File: src/rtl/look_at_view_matrix_defines.svh
// Assertion macros shared by the look-at view matrix RTL.
`ifndef LOOK_AT_VIEW_MATRIX_DEFINES_SVH
`define LOOK_AT_VIEW_MATRIX_DEFINES_SVH

// Clocked assertion, disabled while reset is asserted.
`define LAVM_ASSERT(lbl, clk, rst_n, prop, msg) \
    lbl: assert property (@(posedge clk) disable iff (!rst_n) prop) else $error(msg);

// Clocked assertion that is checked in reset as well.
`define LAVM_ASSERT_ALWAYS(lbl, clk, prop, msg) \
    lbl: assert property (@(posedge clk) prop) else $error(msg);

`endif

File: src/rtl/lavm_pkg.sv
// ----------------------------------------------------------------------------
// lavm_pkg
// Types, constants and index tables shared by the look-at view matrix block.
// ----------------------------------------------------------------------------
package lavm_pkg;

    localparam int FRAC_BITS_DEF = 16;
    localparam int WORD_W        = 32;
    localparam int INQ_DEPTH     = 2;
    localparam int OUTQ_DEPTH    = 4;

    // One accepted input beat after the front has formed camera minus target.
    typedef struct packed {
        logic [2:0][WORD_W-1:0] cam;
        logic [2:0][WORD_W-1:0] up;
        logic [2:0][WORD_W:0]   dz;
    } t_item;

    // One result beat.
    typedef struct packed {
        logic [1:0]        row_index;
        logic [WORD_W-1:0] col0;
        logic [WORD_W-1:0] col1;
        logic [WORD_W-1:0] col2;
        logic [WORD_W-1:0] col3;
        logic              last_row;
        logic              degenerate;
    } t_row;

    typedef struct packed {
        logic done;
        logic ok;
    } t_norm_stat;

    typedef enum logic [2:0] {
        N_IDLE, N_SHIFT, N_SQ, N_SQA, N_SQRT, N_DLOAD, N_DIV, N_DONE
    } t_norm_state;

    typedef enum logic [3:0] {
        B_IDLE, B_NZ, B_CX_MUL, B_CX_ACC, B_NX, B_CY_MUL, B_CY_ACC, B_NY,
        B_TR_MUL, B_TR_ACC, B_EMIT
    } t_back_state;

    // Product order of a cross product a x b: a1b2, a2b1, a2b0, a0b2, a0b1, a1b0.
    function automatic logic [1:0] cross_a_idx(input logic [2:0] k);
        case (k)
            3'd0: cross_a_idx = 2'd1;
            3'd1: cross_a_idx = 2'd2;
            3'd2: cross_a_idx = 2'd2;
            3'd3: cross_a_idx = 2'd0;
            3'd4: cross_a_idx = 2'd0;
            3'd5: cross_a_idx = 2'd1;
            default: cross_a_idx = 2'd0;
        endcase
    endfunction

    function automatic logic [1:0] cross_b_idx(input logic [2:0] k);
        case (k)
            3'd0: cross_b_idx = 2'd2;
            3'd1: cross_b_idx = 2'd1;
            3'd2: cross_b_idx = 2'd0;
            3'd3: cross_b_idx = 2'd2;
            3'd4: cross_b_idx = 2'd1;
            3'd5: cross_b_idx = 2'd0;
            default: cross_b_idx = 2'd0;
        endcase
    endfunction

endpackage

File: src/rtl/lavm_outq.sv
// ----------------------------------------------------------------------------
// lavm_outq
// Result queue that holds finished rows until the consumer takes them.
// ----------------------------------------------------------------------------
`include "look_at_view_matrix_defines.svh"
module lavm_outq import lavm_pkg::*; (
    input  logic    i_clk,
    input  logic    i_rst_n,
    input  logic    i_push,
    input  t_row    i_row,
    output logic    o_full,
    output logic    o_empty,
    input  logic    i_pop,
    output t_row    o_row
);

    localparam int AW = $clog2(OUTQ_DEPTH);
    localparam int CW = $clog2(OUTQ_DEPTH + 1);

    t_row           r_mem [OUTQ_DEPTH];
    logic [AW-1:0]  r_wptr, r_rptr;
    logic [CW-1:0]  r_count;
    logic           wr_en, rd_en;

    assign o_full  = (r_count == CW'(OUTQ_DEPTH));
    assign o_empty = (r_count == '0);
    assign wr_en   = i_push && !o_full;
    assign rd_en   = i_pop && !o_empty;
    assign o_row   = r_mem[r_rptr];

    always_ff @(posedge i_clk) begin
        if (wr_en) begin
            r_mem[r_wptr] <= i_row;
        end
    end

    always_ff @(posedge i_clk) begin
        if (!i_rst_n) begin
            r_wptr  <= '0;
            r_rptr  <= '0;
            r_count <= '0;
        end else begin
            if (wr_en) r_wptr <= r_wptr + 1'b1;
            if (rd_en) r_rptr <= r_rptr + 1'b1;
            r_count <= r_count + CW'(wr_en) - CW'(rd_en);
        end
    end

    `LAVM_ASSERT(a_outq_no_overrun, i_clk, i_rst_n,
        !(i_push && o_full), "row written into a full result queue")
    `LAVM_ASSERT(a_outq_last_row, i_clk, i_rst_n,
        (wr_en && i_row.last_row) |-> (i_row.row_index == 2'd3),
        "last row flag on a row other than row three")

endmodule

File: config.mk
export PLATFORM = sky130hd
export DESIGN_NAME = lavm_outq
export DESIGN_NICKNAME = d
export VERILOG_FILES = /design/src/rtl/lavm_pkg.sv /design/src/rtl/lavm_outq.sv
export VERILOG_INCLUDE_DIRS = /design/src /design/src/rtl
export SDC_FILE = /design/constraint.sdc
export NUM_CORES = 1
export LEC_CHECK = 0
export BUFFER_PORTS_ARGS = -buffer_cell sky130_fd_sc_hd__buf_2
export CAP_MARGIN = 30
export CORE_MARGIN = 1.5
export CORE_UTILIZATION = 50
export CTS_CLUSTER_SIZE = 24
export DETAILED_ROUTE_END_ITERATION = 8
export GPL_ROUTABILITY_DRIVEN = 0
export HOLD_SLACK_MARGIN = 0.05
export PLACE_DENSITY = 0.71
export REMOVE_ABC_BUFFERS = 1
export SKIP_CTS_REPAIR_TIMING = 1
export SYNTH_ARGS = -nofsm -noshare
export SYNTH_HDL_FRONTEND = slang
export SYNTH_SLANG_ARGS = --single-unit
File: constraint.sdc
create_clock -name i_clk -period 4.9 [get_ports i_clk]
set_input_delay 0.245 -clock i_clk [delete_from_list [all_inputs] [get_ports i_clk]]
set_output_delay 0.245 -clock i_clk [all_outputs]
set_load 0.02 [all_outputs]
**Word-level counts from Yosys, hierarchy flattened**

Memories as Yosys holds them, arrays and structs flattened. A register that Yosys moved wholly into a read port is not among the register bits.
Cells that the tools add are included.

- RAM bits: 528
- Logic and storage cells: 18
- Bits of input ports: 136
- Register bits after elaboration: 7
- Output and inout bits: 134
- Memories: 1

- Equality and inequality tests: 1
- $add $sub $neg: 4
- Muxes and demuxes: 4
- Reduce and logical (&&, ||, !) cells: 5

Memory list:

| name | words | width | read ports | clocked after Yosys merged registers in | write ports | line | source |
|---|---|---|---|---|---|---|---|
| r_mem | 4 | 132 | 1 | 1 | 1 | lavm_outq.sv:20 | `t_row r_mem [OUTQ_DEPTH];` |

Operator list:

| kind | number |
|---|---|
| 2-bit by 1-bit adder with 2-bit output (second input constant) | 2 |
| 2-bit two-way mux | 2 |
| 3-bit by 1-bit adder with 3-bit output | 1 |
| 3-bit equality test (second input constant) | 1 |
| 3-bit zero test | 1 |
| 3-bit by 1-bit subtractor with 3-bit output | 1 |
| 1-bit logical AND | 2 |
| 1-bit zero test | 2 |
| 1-bit two-way mux | 2 |

**Logic depth before layout (Yosys ltp)**

Gate-level depths: netlist of run 1.

- Word-level depth: 5
- Gate-level depth with buffers: 11
- Gate-level depth less buffers: 10

**Least setup slack after synthesis of run 1**

Ideal clock, no wire load.

- Path type: reg2reg
- Start point: register r_count[2]
- End point: memory r_mem[0][0] (netlist name), enable pin
- Data arrival time: 3942 ps
- Stages on the path, launching flop included: 5
- Path slack: 452 ps
- Setup time: 507 ps
- Cells stage by stage: dfxtp_1 -> nor3b_1 -> nor2b_1 -> clkbuf_1 -> and2_1

- Longest elaborated chain between the ends: 5

RTL lines:

| item | line | source |
|---|---|---|
| from (decl) | lavm_outq.sv:22 | `logic [CW-1:0] r_count;` |
| from (signal assigned) | lavm_outq.sv:45 | `r_count <= r_count + CW'(wr_en) - CW'(rd_en);` |
| 3-bit equality test | lavm_outq.sv:25 | `assign o_full = (r_count == CW'(OUTQ_DEPTH));` |
| via o_full | lavm_outq.sv:11 | `output logic o_full,` |
| 1-bit zero test | lavm_outq.sv:27 | `assign wr_en = i_push && !o_full;` |
| 1-bit logical AND | lavm_outq.sv:27 |  |
| 1-bit two-way mux | lavm_outq.sv:32 | `if (wr_en) begin` |
| 1-bit two-way mux (implied by the code) | lavm_outq.sv:33 | `r_mem[r_wptr] <= i_row;` |
| to (decl) | lavm_outq.sv:20 |  |

The timed path passes the listed nets, and every way through them passes these cells.

==> results.ini, run 1 <==
[synthesis]
synth-simple-area-share_pct = 0.5580
ys_types = 20
postSynthCellCount = 741
synth_compound_area_share_pct = 0.1154
syn_area_per_cell_um2 = 26.33
synth_seq_area_share_pct = 82.20
synth_warnings = 0
synth_xor_area_share_pct = 0.08979
synth_top_family_by_area = multiplexers
synthAdderAreaFrac_pct = 0.4874
syn_area_um2 = 19510
synth-seq-cells = 537
synth_mux_area_share_pct = 15.34

[timing]
relSlewSlack_pct = 35.12
worst_pin_slew_ns = 0.9731
slew_violations = 0
setup_viol = 0
rsz0062_at_grt = false
period_share_pct = 60.03
skew_ns = 0.01419
fin_ws_ns = 1.958
fin_tns_setup_ns = 0
finalHoldViolations = 0
min_period_ns = 2.942
fmax_ghz = 0.3399

[hold_path]
min_path_type = input port to register

[worst_setup_path]
endpoint_kind = primary output
cp-start-kind = register
worstPathRequired_ns = 4.66
crit_arrival_ns = 2.70
crit_type = register to primary output
crit_chain = buf_12, mux4_2, buf_2
critPathBufInv = 2
cp_max_fo = 73
cpLargestDelayFamily = flip-flops
cp_slowest_cell = dfxtp_4
critical-path-max-stage-delay_ns = 0.97

[layout]
nNetsFinal = 1324
drive_gt1_share_pct = 39.87
diodes = 0
fin_util_pct = 63.36
final_cell_mix = edfxtp_1 (528), buf_2 (269), dlygate4sd3_1 (133), mux4_2 (132), clkbuf_16 (53)
final_area_um2 = 24430
syn_to_final_growth_pct = 25.23
final_common_cell = edfxtp_1

[power]
p_int_mw = 8.822
clkPwrFrac_pct = 29.3
peakVddDrop_uv = 417.4
p_switching_mw = 3.374
combPwrFrac_pct = 23.8
seqPwrFrac_pct = 46.9
p_sw_share_pct = 27.67
p_leak_nw = 8.232
p_per_area_nw_per_um2 = 499.2

[global_routing]
grt_max_degree = 74
grt.total_usage_pct = 18.67
grt_pass1_wl_um = 55950
grt.overflow.total = 0
grt_pass1_vias = 9131
antenna_found_initial = 0

[place]
dp_hpwl_um = 22420
place_area_um2 = 21520
dp_slack_ns = 2.086
io_buffers = 269

[clock_network]
cts.sinks = 537
cts_max_level = 2
cts.path.max_buffers = 3
clkLatencyLatePin_ns = 0.57
tritoncts = done
cts-root-buf = clkbuf_16
cts_made_buffers = 51
clk_pin_slew_ns = 0.06

[die]
fp.coreArea_um2 = 38560
dieArea_um2 = 40210
ios = 270
die_h_um = 200.5
row_count = 72
die-width_um = 200.5
start_util_pct = 50.60

[detailed_routing]
firstDrtPassIters = 5
drt-initial-drc-count = 616
drc = 0
wl_per_cell_um = 22.11
via_per_inst = 5.349
vias = 9292
ant_nets = 0
finalWirelength_um = 38400

[run]
cap_violations = 0

[status]
status = completed

==> area by class of cell <==
cell class | count | area [um2]
clock inverter | 24 | 126.4
inverter | 6 | 22.52
tap | 518 | 648.1
timing repair buffer | 419 | 2965
multi-input combinational | 166 | 3247
fill | 2703 | 14130
clock buffer | 67 | 1379
sequential | 537 | 16040
==> cells in the mapped netlist, drive strengths merged <==
| library cell | instances | share of area [%] |
|---|---|---|
| edfxtp | 528 | 81 |
| mux4 | 132 | 15 |
| buf | 25 | 0.96 |
| dfxtp | 9 | 0.92 |
| and2 | 7 | 0.22 |
| clkbuf | 7 | 0.13 |
| ha | 6 | 0.38 |
| inv | 6 | 0.12 |
| nand2 | 6 | 0.12 |
| o21ai | 3 | 0.077 |
| mux2i | 2 | 0.10 |
| nor2b | 2 | 0.064 |
| xnor2 | 2 | 0.090 |
| a21boi | 1 | 0.038 |
| fa | 1 | 0.10 |
| nor3 | 1 | 0.026 |
| nor3b | 1 | 0.038 |
| or3 | 1 | 0.032 |
| or4bb | 1 | 0.058 |
==> registers in the layout, indices dropped and copies added, names as in the netlist, named ones only <==
| register | count |
|---|---|
| r_wptr | 2 |
| r_mem | 528 |
| r_count | 3 |
| r_rptr | 2 |
==> tightest hold or removal path: stages <==
cell	delay, ns
buf_2	0.11
or4bb_1	0.16
o21ai_0	0.07
==> final timing paths <==
check             startpoint          to  slack, ns  depth (start not counted)
setup / recovery    register   o_row[84]       1.96                          3
hold / removal         i_pop   r_rptr[0]       0.07                          3
setup reg to reg  r_count[2]  r_count[2]       2.42                         10
hold reg to reg    r_rptr[0]   r_rptr[0]       0.50                          2
==> per-layer routing <==
metal	vias to the layer above	share of wire [%]	GRT usage, %
met1	4847	42	25.65
li1	4068	-	-
met4	0	1.8	5.451
met2	328	49	29.34
met3	49	7.2	5.584
met5	-	0	0
==> power by group through the flow <==
stage	clock network, mW	registers, mW	logic, mW
CTS	3.66	5.79	2.78
floorplan	0	6.01	1.78
finish	3.58	5.72	2.90
detailed placement	0	5.89	2.77
global placement	0	5.86	2.74
global route	3.83	5.76	3.10
==> metrics by stage <==
step | std cells | power [mW] | hold WS, ns
6_report | 1737 | 12.20 | 0.06698
4_1_cts | 1601 | 12.23 | -0.1493
3_3_place_gp | 1509 | 8.608 | 0.4567
3_5_place_dp | 1510 | 8.660 | 0.4612
2_1_floorplan | 709 | 7.789 | 0.3439
5_1_grt | 1737 | 12.69 | 0.05611
==> kinds of logic (layout without fill, tap and decap cells) <==
logic type	after synthesis	count (layout)
AOI/OAI and AO/OA	4	4
muxes	134	134
DFF	537	537
xor gates and xnor gates	2	2
buffers and inverters	38	516
and+or+nand+nor	19	19
adders and majority gates	7	7
Power figures use the tool's default switching activity.
==> inputs of run 2 (changes only) <==
PLACE_DENSITY = 0.74   (was 0.71)
clock period = 2.36 ns   (was 4.9 ns; I/O delays follow)
==> run 2 against run 1 <==
Effect of this change: wire length shrank 0.33%; clock power grew 120%; global-route usage shrank 0.57 points; first-iteration DRC count shrank 19%; combinational power grew 110%; clock skew grew 0.0097 ns; sequential share of layout area shrank 0.64 points; power grew 110%.
==> results.ini, run 2 (same netlist as run 1, synthesis figures left out) <==
[global_routing]
grt_max_degree = 92  ; +24%
grt_pass1_wl_um = 54770  ; -2.1%
grt.overflow.total = 0  ; unchanged
grt_pass1_vias = 9167  ; +0.39%
grt.total_usage_pct = 18.10  ; -0.57 points
antenna_found_initial = 2  ; +2

[timing]
finalHoldViolations = 0  ; unchanged
skew_ns = 0.02389  ; +0.009699 ns
slew_violations = 0  ; unchanged
hold_ws_ns = 0.09484  ; +0.02787 ns
min_period_ns = 2.290
worst_pin_slew_ns = 0.6515  ; -0.3216 ns
setup_viol = 0  ; unchanged
fin_tns_setup_ns = 0  ; unchanged
period_share_pct = 97.02
fmax_ghz = 0.4368
rsz0062_at_grt = true
relSlewSlack_pct = 56.57  ; +21 points
fin_ws_ns = 0.07043  ; -1.888 ns

[detailed_routing]
vias = 9337  ; +0.48%
ant_nets = 0  ; unchanged
via_per_inst = 5.342  ; -0.15%
firstDrtPassIters = 5  ; unchanged
drc = 0  ; unchanged
drt-initial-drc-count = 500  ; -19%
wl_per_cell_um = 21.90  ; -0.96%
finalWirelength_um = 38270  ; -0.33%

[worst_setup_path]
worstPathRequired_ns = 2.24  ; -2.42 ns
crit_arrival_ns = 2.17  ; -0.53 ns
cp_max_fo = 19  ; -74%
cp-start-kind = register
crit_type = register to primary output
endpoint_kind = primary output

[clock_network]
tritoncts = done
cts-root-buf = clkbuf_16
clkLatencyLatePin_ns = 0.59  ; +0.02 ns
clk_pin_slew_ns = 0.06  ; about the same
cts.sinks = 537  ; unchanged
cts_max_level = 2  ; unchanged
cts.path.max_buffers = 3  ; unchanged
cts_made_buffers = 52  ; +2.0%

[status]
status = completed

[layout]
n_fill_cell = 2555  ; -5.5%
final_common_cell = edfxtp_1
final_cell_mix = edfxtp_1 (528), buf_2 (269), dlygate4sd3_1 (134), mux4_2 (132), clkbuf_16 (54)
final_area_um2 = 24670  ; +0.98%
top_register = r_mem
nNetsFinal = 1332  ; +0.60%
final_cells = 1748  ; +0.63%
reg.largest.list = r_mem: 528 flops, r_count: 3 flops
syn_to_final_growth_pct = 26.46
largest_register_ffs = 528  ; unchanged
fin_util_pct = 63.98  ; +0.62 points
drive_gt1_share_pct = 40.64  ; +0.77 points

[die]
start_util_pct = 50.60  ; unchanged
dieArea_um2 = 40210  ; unchanged
ios = 270  ; unchanged
die_h_um = 200.5  ; unchanged
row_count = 72  ; unchanged
fp.coreArea_um2 = 38560  ; unchanged
die-width_um = 200.5  ; unchanged

[power]
p_switching_mw = 7.127  ; +110%
p_int_mw = 18.78  ; +110%
p_per_area_nw_per_um2 = 1050  ; +110%
power_mw = 25.90  ; +110%
peakVddDrop_uv = 764.5  ; +83%
p_sw_share_pct = 27.52  ; -0.15 points
seqPwrFrac_pct = 45.6  ; -1.3 points
clkPwrFrac_pct = 30.6  ; +1.3 points
combPwrFrac_pct = 23.9  ; about the same
p_leak_nw = 8.334  ; +1.2%

[place]
dp_hpwl_um = 21180  ; -5.5%
dp_cells = 1518  ; +0.53%
dp_slack_ns = 0.04113  ; -2.045 ns
place_area_um2 = 21660  ; +0.65%
io_buffers = 269  ; unchanged

[hold_path]
min_path_type = input port to register

[run]
cap_violations = 0  ; unchanged

[run 2: path summary, 6_finish.rpt]
kind                   start    endpoint  slack (ns)  cells after the start
hold reg to reg    r_wptr[1]   r_wptr[1]        0.50                      2
setup reg to reg  r_count[2]  r_count[2]        0.15                     10
setup / recovery    register   o_row[69]        0.07                      4
hold / removal        i_push   r_wptr[1]        0.09                      4
[run 2: layout make-up]
type	instances	area, um2	share of cell area, %
well taps	518	648.1	2.627
inverters	6	22.52	0.09129
repair buffers	426	3080	12.49
clock inverters	23	222.7	0.9028
diodes	2	5.005	0.02029
flip-flops and latches	537	16040	65.03
multi-input cells	166	3258	13.21
clock buffers	70	1390	5.635
[run 2: per-layer routing]
layer | track usage [%] | vias to the layer above | share of wire (%)
li1 | - | 4090 | -
met1 | 24.57 | 4830 | 40
met2 | 28.65 | 339 | 50
met3 | 4.594 | 78 | 6.8
met4 | 6.874 | 0 | 3.0
met5 | 0 | - | 0
[run 2: worst max-delay path, cell delays in order, from the launching register on]
cell	delay, ns
dfxtp_4	0.35
buf_4	0.23
clkbuf_16	0.27
mux4_2	0.54
buf_2	0.18
[run 2: power groups by stage]
stage / sequential [mW] / combinational (mW) / clock (mW)
2_1_floorplan: 12.3 / 3.10 / 0
3_3_place_gp: 11.9 / 5.98 / 0
3_5_place_dp: 12.0 / 6.01 / 0
4_1_cts: 11.8 / 6.04 / 8.07
5_1_grt: 11.9 / 6.57 / 8.44
6_report: 11.8 / 6.19 / 7.92
