[src/rtl/look_at_view_matrix_defines.svh]
// Assertion macros shared by the look-at view matrix RTL.
`ifndef LOOK_AT_VIEW_MATRIX_DEFINES_SVH
`define LOOK_AT_VIEW_MATRIX_DEFINES_SVH

// Clocked assertion, disabled while reset is asserted.
`define LAVM_ASSERT(lbl, clk, rst_n, prop, msg) \
    lbl: assert property (@(posedge clk) disable iff (!rst_n) prop) else $error(msg);

// Clocked assertion that is checked in reset as well.
`define LAVM_ASSERT_ALWAYS(lbl, clk, prop, msg) \
    lbl: assert property (@(posedge clk) prop) else $error(msg);

`endif

[src/rtl/lavm_pkg.sv]
// ----------------------------------------------------------------------------
// lavm_pkg
// Types, constants and index tables shared by the look-at view matrix block.
// ----------------------------------------------------------------------------
package lavm_pkg;

    localparam int FRAC_BITS_DEF = 16;
    localparam int WORD_W        = 32;
    localparam int INQ_DEPTH     = 2;
    localparam int OUTQ_DEPTH    = 4;

    // One accepted input beat after the front has formed camera minus target.
    typedef struct packed {
        logic [2:0][WORD_W-1:0] cam;
        logic [2:0][WORD_W-1:0] up;
        logic [2:0][WORD_W:0]   dz;
    } t_item;

    // One result beat.
    typedef struct packed {
        logic [1:0]        row_index;
        logic [WORD_W-1:0] col0;
        logic [WORD_W-1:0] col1;
        logic [WORD_W-1:0] col2;
        logic [WORD_W-1:0] col3;
        logic              last_row;
        logic              degenerate;
    } t_row;

    typedef struct packed {
        logic done;
        logic ok;
    } t_norm_stat;

    typedef enum logic [2:0] {
        N_IDLE, N_SHIFT, N_SQ, N_SQA, N_SQRT, N_DLOAD, N_DIV, N_DONE
    } t_norm_state;

    typedef enum logic [3:0] {
        B_IDLE, B_NZ, B_CX_MUL, B_CX_ACC, B_NX, B_CY_MUL, B_CY_ACC, B_NY,
        B_TR_MUL, B_TR_ACC, B_EMIT
    } t_back_state;

    // Product order of a cross product a x b: a1b2, a2b1, a2b0, a0b2, a0b1, a1b0.
    function automatic logic [1:0] cross_a_idx(input logic [2:0] k);
        case (k)
            3'd0: cross_a_idx = 2'd1;
            3'd1: cross_a_idx = 2'd2;
            3'd2: cross_a_idx = 2'd2;
            3'd3: cross_a_idx = 2'd0;
            3'd4: cross_a_idx = 2'd0;
            3'd5: cross_a_idx = 2'd1;
            default: cross_a_idx = 2'd0;
        endcase
    endfunction

    function automatic logic [1:0] cross_b_idx(input logic [2:0] k);
        case (k)
            3'd0: cross_b_idx = 2'd2;
            3'd1: cross_b_idx = 2'd1;
            3'd2: cross_b_idx = 2'd0;
            3'd3: cross_b_idx = 2'd2;
            3'd4: cross_b_idx = 2'd1;
            3'd5: cross_b_idx = 2'd0;
            default: cross_b_idx = 2'd0;
        endcase
    endfunction

endpackage

[src/rtl/lavm_front.sv]
// ----------------------------------------------------------------------------
// lavm_front
// Accepts input beats, forms camera minus target and holds items for the back.
// ----------------------------------------------------------------------------
module lavm_front import lavm_pkg::*; (
    input  logic                     i_clk,
    input  logic                     i_rst_n,
    input  logic                     i_push,
    output logic                     o_full,
    input  logic [2:0][WORD_W-1:0]   i_cam,
    input  logic [2:0][WORD_W-1:0]   i_tgt,
    input  logic [2:0][WORD_W-1:0]   i_up,
    output t_item                    o_item,
    output logic                     o_empty,
    input  logic                     i_pop
);

    localparam int AW = $clog2(INQ_DEPTH);
    localparam int CW = $clog2(INQ_DEPTH + 1);

    t_item           r_mem [INQ_DEPTH];
    logic [AW-1:0]   r_wptr, r_rptr;
    logic [CW-1:0]   r_count;
    t_item           n_item;
    logic            wr_en, rd_en;

    always_comb begin
        n_item.cam = i_cam;
        n_item.up  = i_up;
        for (int i = 0; i < 3; i++) begin
            n_item.dz[i] = {i_cam[i][WORD_W-1], i_cam[i]} - {i_tgt[i][WORD_W-1], i_tgt[i]};
        end
    end

    assign o_full  = (r_count == CW'(INQ_DEPTH));
    assign o_empty = (r_count == '0);
    assign wr_en   = i_push && !o_full;
    assign rd_en   = i_pop && !o_empty;
    assign o_item  = r_mem[r_rptr];

    always_ff @(posedge i_clk) begin
        if (wr_en) begin
            r_mem[r_wptr] <= n_item;
        end
    end

    always_ff @(posedge i_clk) begin
        if (!i_rst_n) begin
            r_wptr  <= '0;
            r_rptr  <= '0;
            r_count <= '0;
        end else begin
            if (wr_en) r_wptr <= r_wptr + 1'b1;
            if (rd_en) r_rptr <= r_rptr + 1'b1;
            r_count <= r_count + CW'(wr_en) - CW'(rd_en);
        end
    end

endmodule

[config.mk]
export PLATFORM = sky130hd
export DESIGN_NAME = lavm_front
export DESIGN_NICKNAME = d
export VERILOG_FILES = /design/src/rtl/look_at_view_matrix_defines.svh /design/src/rtl/lavm_pkg.sv /design/src/rtl/lavm_front.sv
export SDC_FILE = /design/constraint.sdc
export NUM_CORES = 1
export LEC_CHECK = 0
export BUFFER_PORTS_ARGS = -buffer_cell sky130_fd_sc_hd__buf_2
export CAP_MARGIN = 20
export CORE_MARGIN = 5
export CORE_UTILIZATION = 25
export CTS_BUF_LIST = sky130_fd_sc_hd__clkbuf_4
export DETAILED_ROUTE_END_ITERATION = 6
export MAX_ROUTING_LAYER = met4
export PLACE_DENSITY_LB_ADDON = 0.15
export SLEW_MARGIN = 20
export SYNTH_ARGS = -nofsm -noshare
export SYNTH_HDL_FRONTEND = slang
export SYNTH_SLANG_ARGS = --single-unit
[constraint.sdc]
create_clock -name i_clk -period 14.95 [get_ports i_clk]
set_clock_uncertainty 0.05 [all_clocks]
set_input_delay 1.495 -clock i_clk [delete_from_list [all_inputs] [get_ports i_clk]]
set_output_delay 1.495 -clock i_clk [all_outputs]
set_load 0.01 [all_outputs]
After elaboration in Yosys (flattened, before gate mapping)
Memories as Yosys holds them, arrays and structs flattened. A register that Yosys moved wholly into a read port is not among the register bits.
Cells that the tools add are included.
{ "op_classes": {"n_addsub": 7, "shift": 0, "multipliers": 0, "n_mux": 4, "n_eq_ne": 1, "n_reduce_logical": 5, "magnitude_cmp": 0, "n_bitwise": 0, "n_div": 0} }
{ "op_table": {"columns": ["operator", "count"], "rows": [
  ["32-bit by 32-bit subtractor with 33-bit output", 3],
  ["1-bit 2-to-1 mux", 4],
  ["1-bit adder, second input constant", 2],
  ["2-bit by 1-bit adder with 2-bit output", 1],
  ["2-bit == test, second input constant", 1],
  ["1-bit logical AND", 2],
  ["1-bit zero test", 2],
  ["2-bit zero test", 1],
  ["2-bit by 1-bit subtractor with 2-bit output", 1]
]} }
{ "word_totals": {"latchBits": 0, "romBits": 0, "ram_bits": 582, "n_memories": 1, "register_bits": 4} }
{ "memory_table": {"columns": ["name", "words", "word_bits", "rd", "rd_ports_with_merged_regs", "write_ports", "line", "source"], "rows": [
  ["r_mem", 2, 291, 1, 1, 1, "lavm_front.sv:21", "t_item r_mem [INQ_DEPTH];"]
]} }

Logic depth before layout (Yosys ltp)
Gate-level depths: netlist of run 1.
{ "depth": {"word_depth": 5, "depth_mapped": 11} }

Worst setup path before layout of run 1
OpenSTA, ideal clock, no wires.
{ "synth_path": {"path_kind": "input to register", "start": "input port i_push", "end": "register r_wptr", "cell_stages": 3, "t_arrival_ps": 14545, "setup_slack_ps": 240, "required_ps": 14785, "cell_sequence": "nand2_1 -> nor2_1 -> o21a_1"} }
{ "synth_between": {"elab_chain_len": 1} }
{ "synth_rtl": {"columns": ["element", "line", "source"], "rows": [
  ["start, declared", "lavm_front.sv:8", "input logic i_push,"],
  ["1-bit logical AND", "lavm_front.sv:37", "assign wr_en = i_push && !o_full;"],
  ["end signal, assigned", "lavm_front.sv:53", "if (wr_en) r_wptr <= r_wptr + 1'b1;"],
  ["end, declared", "lavm_front.sv:22", "logic [AW-1:0] r_wptr, r_rptr;"]
]} }
No other way between the ends.
A chain may end at the register's enable or synchronous reset.

==> flow_metrics.py, run 1 <==
metrics = {
    "cells_and_area": {
        "drive_gt1_frac": 0.4477,
        "area_delta_synth_final_pct": 25.52,
        "layout.cells.non_filler": 4016,
        "final_util": 0.3166,
        "fin_nets": 2879,
        "final_cell_area_mm2": 0.03343,
    },
    "worst_setup_path": {
        "cp_common_cell": "buf_4",
        "crit_path_start_kind": "register",
        "slowest_stage": "buf_4",
        "crit_required_ps": 13410,
        "cp_cell_sequence": "buf_16 -> buf_4 -> buf_4 -> mux2_2 -> buf_2",
        "critical_path_class": "register to output pin",
        "path_buf_inv": 4,
        "cp_max_fo": 56,
        "worst_setup_path_end_kind": "output pin",
        "arrival_ps": 3960,
        "slowest_delay_ps": 690,
        "crit_family": "buffers and inverters",
    },
    "routing": {
        "via_count": 17740,
        "ant_nets": 0,
        "drt_pass1_iterations": 7,
        "vias_per_cell": 4.418,
        "routedWlPerCell_um": 19.65,
        "drc": 0,
        "routed_wl_mm": 78.91,
        "drt_iter0_drc": 783,
    },
    "global_route": {
        "overflow": 0,
        "antenna_found_initial": 13,
        "grt_pass1_wl_mm": 115.3,
        "grt_max_degree": 138,
        "grt_pass1_vias": 18670,
        "grt_usage": 0.1389,
    },
    "floorplan": {
        "die_width_um": 336.4,
        "dieArea_mm2": 0.1131,
        "pin_count": 585,
        "fp.dieH_um": 336.4,
        "core_area_mm2": 0.1056,
        "placementRows": 119,
        "initial_utilization": 0.2523,
    },
    "placement": {
        "place_inst": 3704,
        "placed_area_mm2": 0.03122,
        "port_buffers": 584,
        "dp_hpwl_mm": 56.82,
        "place_congestion": 0.8297,
    },
    "cts": {
        "clk_pin_slew_worst_paths_ps": 60,
        "root_buffer": "clkbuf_4",
        "cts_sinks": 587,
        "post_cts_buffers": 0,
        "clock_path_buffers": 3,
        "clk_latency_ps": 980,
        "ctsHoldBuffers": 0,
        "cts_buffers": 170,
        "cts_resized": 0,
        "cts_tree": "done",
        "htreeDepth": 4,
    },
    "power": {
        "power_mw": 5.139,
        "power.leakage_nw": 13.15,
        "peakVddDrop_mv": 0.06874,
        "power_density_mw_per_mm2": 153.7,
    },
    "worst_hold_path": {
        "hp-class": "register to register",
    },
    "job": {
        "drv_cap": 0,
    },
    "timing": {
        "setup_viol": 0,
        "rsz0062_at_grt": "no",
        "finalMaxSlewViolations": 0,
        "period_needed_ps": 5508,
        "relSlewSlack": 0.2664,
        "hold_viol": 0,
        "post-route-period-util": 0.3684,
        "tightest_slew_ps": 1100,
        "fmax_mhz": 181.6,
        "finalSetupTns_ps": 0,
    },
    "synthesis": {
        "synth-seq-cells": 587,
        "synth_fp_nets": 2159,
        "syn-mean-instance-area_um2": 15.08,
        "synth_top_area_share": 0.6563,
        "synth_area_mm2": 0.02663,
        "yosysWarnings": 0,
        "async_flop_share": 0,
        "synth_most_common_cell": "edfxtp_1",
        "yosysSeqAreaShare": 0.6600,
        "synth_common_cells": "582 x edfxtp_1, 291 x mux2_2, 129 x inv_1, 98 x ha_1, 81 x a21oi_1",
        "synth_area_leader_cell": "edfxtp_1",
        "dominantRegCellSynth": "edfxtp_1",
        "synth-edff-count": 582,
        "syn_inst": 1766,
        "ys_types": 66,
        "synth_area_leaders": "edfxtp_1 66%, mux2_2 12%, ha_1 4.6%",
    },
    "outcome": {
        "status": "complete, no violations",
    },
}
-- placed cells by master, fill, tap and decap left out, types with 4 or more instances in the layout --
| cell type | count |
|---|---|
| a211oi_1 | 7 |
| a21boi_0 | 4 |
| a21o_1 | 42 |
| a21oi_1 | 81 |
| a31o_2 | 4 |
| a31oi_1 | 11 |
| and2_1 | 10 |
| and3_1 | 8 |
| buf_2 | 584 |
| buf_4 | 10 |
| clkbuf_4 | 245 |
| clkinv_1 | 34 |
| clkinv_2 | 7 |
| dfxtp_1 | 4 |
| diode_2 | 14 |
| edfxtp_1 | 582 |
| ha_1 | 98 |
| inv_1 | 129 |
| inv_2 | 4 |
| mux2_2 | 291 |
| mux2i_1 | 5 |
| nand2_1 | 58 |
| nand2b_1 | 14 |
| nand3_1 | 25 |
| nand4_1 | 14 |
| nor2_1 | 56 |
| nor2b_1 | 19 |
| nor3_1 | 24 |
| o2111ai_1 | 4 |
| o211ai_1 | 7 |
| o21a_1 | 15 |
| o21ai_0 | 42 |
| o21ai_1 | 6 |
| o21bai_1 | 10 |
| o41ai_1 | 4 |
| xnor2_1 | 51 |
| xor2_1 | 26 |
-- state kept, by name, summed over array words and instances (netlist names), named ones only --
register,flops
r_wptr,1
r_rptr,1
r_count,2
r_mem,582
-- layer usage --
| metal | vias to the layer above | part of all wire | wire length [um] | GRT usage |
|---|---|---|---|---|
| met2 | 667 | 0.46 | 36430 | 0.2152 |
| met4 | 0 | 0.023 | 1817 | 0.04752 |
| met5 | - | 0 | 0 | - |
| met3 | 146 | 0.078 | 6128 | 0.04501 |
| met1 | 8642 | 0.44 | 34540 | 0.1717 |
| li1 | 8286 | - | - | - |
-- final cells by class --
type	count	area, um^2
Fill cell	10740	72140
Sequential cell	587	17580
Multi-Input combinational cell	1002	8401
Timing Repair Buffer	596	3045
Clock buffer	245	1839
Tap cell	1391	1740
Inverter	129	484.2
Clock inverter	52	301.5
Antenna cell	14	35.03
-- through the flow --
stage | hold slack [ps] | setup slack [ps]
2_1_floorplan | 454.4 | 240.1
3_3_place_gp | 468.3 | 9999
3_5_place_dp | 485.2 | 9909
4_1_cts | 405.3 | 8676
5_1_grt | 464.7 | 9054
6_report | 491.7 | 9442
-- worst register-to-register path: stages (launching register included) --
cell	delay, ps
dfxtp_1	340
nand2b_1	150
and3_4	780
buf_4	890
buf_4	900
-- path summary, 6_finish.rpt --
kind,from,cells past startpoint,endpoint,slack [ps]
worst max-delay path,register,5,o_item[74],9440
worst min-delay path,r_rptr,2,register,490
worst max register to register,r_count[0],4,r_mem[1][77],11390
worst min register to register,r_rptr,2,register,490
-- report_power, final --
part / switching [mW] / internal, mW / leakage, nW / total, mW
clock: 0.697 / 0.801 / 1.28 / 1.50
combinational: 0.832 / 0.622 / 6.39 / 1.45
sequential: 0.0693 / 2.12 / 5.48 / 2.19
-- cell families after synthesis --
| kind of cell | Yosys count | share of synthesized area |
|---|---|---|
| adder cells (fa/ha/maj) | 101 | 0.04830 |
| XOR/XNOR | 77 | 0.02532 |
| flip-flops | 587 | 0.6600 |
| multiplexers | 296 | 0.1249 |
| buffers and inverters | 177 | 0.02499 |
| AND/OR/NAND/NOR | 246 | 0.04567 |
| AO/OA/AOI/OAI | 282 | 0.07076 |
Power figures use the tool's default switching activity.
==> run 2, diff against run 1 <==
==> constraint.sdc (replaced) <==
create_clock -name i_clk -period 4.5 [get_ports i_clk]
set_clock_uncertainty 0.05 [all_clocks]
set_input_delay 0.45 -clock i_clk [delete_from_list [all_inputs] [get_ports i_clk]]
set_output_delay 0.45 -clock i_clk [all_outputs]
set_load 0.01 [all_outputs]
==> run 2 against run 1 <==
Net effect: worst setup slack worse by 8700 ps; critical path depth is 9 higher; core utilization is 4.9 points higher; first-iteration DRC count is 3.7% lower; final cell count is 12% higher; non-clock buffer count is 510 higher; global-route usage is 0.67 points higher; largest power group unchanged.
==> flow_metrics.py, run 2 (same netlist as run 1, synthesis figures left out) <==
metrics = {
    "outcome": {
        "status": "complete, no violations",
    },
    "routing": {
        "drc": 0,
        "routedWlPerCell_um": 18.30,
        "ant_nets": 0,
        "via_count": 19550,
        "drt_iter0_drc": 754,
        "vias_per_cell": 4.331,
        "routed_wl_mm": 82.59,
        "drt_pass1_iterations": 5,
    },
    "power": {
        "pwr-share-seq": 0.411,
        "power_mw": 17.67,
        "pwr-share-clk": 0.283,
        "sw_frac_of_total": 0.3123,
        "power.leakage_nw": 15.31,
        "power_density_mw_per_mm2": 457.5,
        "power_frac_comb": 0.306,
        "switchingPower_mw": 5.518,
        "peakVddDrop_mv": 0.1960,
        "p_int_mw": 12.15,
    },
    "cells_and_area": {
        "fin_nets": 3392,
        "multi_input_area_mm2": 0.008416,
        "layout.cells.non_filler": 4513,
        "area_delta_synth_final_pct": 44.99,
        "final_cell_mix": "584 x buf_2, 582 x edfxtp_1, 495 x dlygate4sd3_1",
        "top_regs": "r_mem x582, r_count x2",
        "fillers": 10390,
        "largest_reg_flops": 582,
        "top_register": "r_mem",
        "seq_area_mm2": 0.01758,
        "final_cell_area_mm2": 0.03861,
        "layout_commonest_cell": "buf_2",
        "drive_gt1_frac": 0.3817,
        "final_util": 0.3658,
    },
    "timing": {
        "tightest_slew_ps": 1056,
        "post-route-period-util": 0.8434,
        "fin_hold_ws_ps": 219.0,
        "fmax_mhz": 263.5,
        "finalSetupTns_ps": 0,
        "setup_slack_ps": 704.6,
        "rsz0062_at_grt": "no",
        "setup_viol": 0,
        "hold_viol": 0,
        "period_needed_ps": 3795,
        "finalMaxSlewViolations": 0,
        "relSlewSlack": 0.2962,
    },
    "worst_hold_path": {
        "hp-class": "input pin to register",
        "hp-start": "i_up[88]",
    },
    "placement": {
        "dp_hpwl_mm": 57.91,
        "placed_area_mm2": 0.03150,
        "place_congestion": 0.8232,
        "port_buffers": 584,
        "place_inst": 3720,
        "pre_cts_ws_ps": 612.3,
    },
    "worst_setup_path": {
        "cp_cell_sequence": "dlygate4sd3_1 -> buf_2 -> inv_1 -> ha_1 -> fa_1 -> nor2b_1 -> o31a_1 -> o21ai_2 -> a31oi_2 -> a311oi_1 -> o21bai_1 -> a311oi_1 -> dlygate4sd3_1 -> xnor2_1",
        "slowest_stage": "dlygate4sd3_1",
        "cp-startpoint": "i_cam[32]",
        "arrival_ps": 4500,
        "cp_max_fo": 4,
        "critical_path_class": "input pin to register",
        "worst_setup_path_end_kind": "register",
        "slowest_delay_ps": 590,
        "r2r-start": "r_count[0]",
        "r2r_setup_slack_ps": 2220,
        "crit_required_ps": 5210,
        "crit_path_start_kind": "input pin",
    },
    "floorplan": {
        "fp.dieH_um": 336.4,
        "core_area_mm2": 0.1056,
        "pin_count": 585,
        "dieArea_mm2": 0.1131,
        "die_width_um": 336.4,
        "initial_utilization": 0.2523,
        "placementRows": 119,
    },
    "global_route": {
        "overflow": 0,
        "antenna_found_initial": 7,
        "grt_pass1_wl_mm": 122.8,
        "grt_max_degree": 91,
        "grt_usage": 0.1456,
        "grt_pass1_vias": 21030,
    },
    "cts": {
        "clk_latency_ps": 1010,
        "post_cts_buffers": 0,
        "cts_sinks": 587,
        "cts_buffers": 173,
        "cts_tree": "done",
        "root_buffer": "clkbuf_4",
        "htreeDepth": 4,
        "cts_resized": 0,
        "clock_path_buffers": 3,
        "clk_pin_slew_worst_paths_ps": 60,
    },
    "job": {
        "drv_cap": 0,
    },
}
run 2: changes by cell type in the layout (fill, tap and decap cells not counted), moves of 2 or more:
cell / change
buf_12: +11
inv_6: +5
clkinv_1: -10
clkinv_2: -2
inv_2: -3
buf_4: +5
dlygate4sd3_1: +495
diode_2: -4
run 2: final timing paths:
kind | end | cells after the start
hold reg to reg | register | 2
setup / recovery | r_mem[1][63] | 14
setup reg to reg | r_wptr | 6
hold / removal | r_mem[1][187] | 2
run 2: power by group through the flow:
stage | combinational (mW) | clock (mW) | sequential (mW)
final | 5.41 | 5.00 | 7.26
after global routing | 5.88 | 5.60 | 7.33
after CTS | 5.59 | 5.28 | 7.28
after detailed placement | 5.18 | 0 | 7.39
after global placement | 5.17 | 0 | 7.35
after floorplan | 2.95 | 0 | 7.34
run 2: routing by layer:
| layer | global-route usage | vias up | routed length (um) |
|---|---|---|---|
| met5 | - | - | 0 |
| met4 | 0.04572 | 0 | 1924 |
| met3 | 0.05400 | 167 | 7213 |
| met2 | 0.2384 | 664 | 39690 |
| met1 | 0.1667 | 9388 | 33760 |
| li1 | - | 9327 | - |
run 2: area by class of cell:
| cell class | instances | area share |
|---|---|---|
| clock inverter | 43 | 0.007647 |
| antenna | 10 | 0.0006481 |
| tap | 1391 | 0.04507 |
| clock buffer | 245 | 0.04763 |
| timing repair buffer | 1106 | 0.2132 |
| sequential | 587 | 0.4553 |
| multi-input combinational | 1002 | 0.2180 |
| inverter | 129 | 0.01254 |
run 2: what timing repair did:
action,in CTS,in global routing
setup endpoints to repair,0,0
hold buffers,495,0
hold endpoints to repair,647,0
run 2: critical path, delay by kind of cell:
kind                     cells  cell delay, ps
XOR/XNOR                     1             140
adder cells (fa/ha/maj)      2             790
buffers and inverters        4            1260
AO/OA/AOI/OAI                6            1670
AND/OR/NAND/NOR              1             190
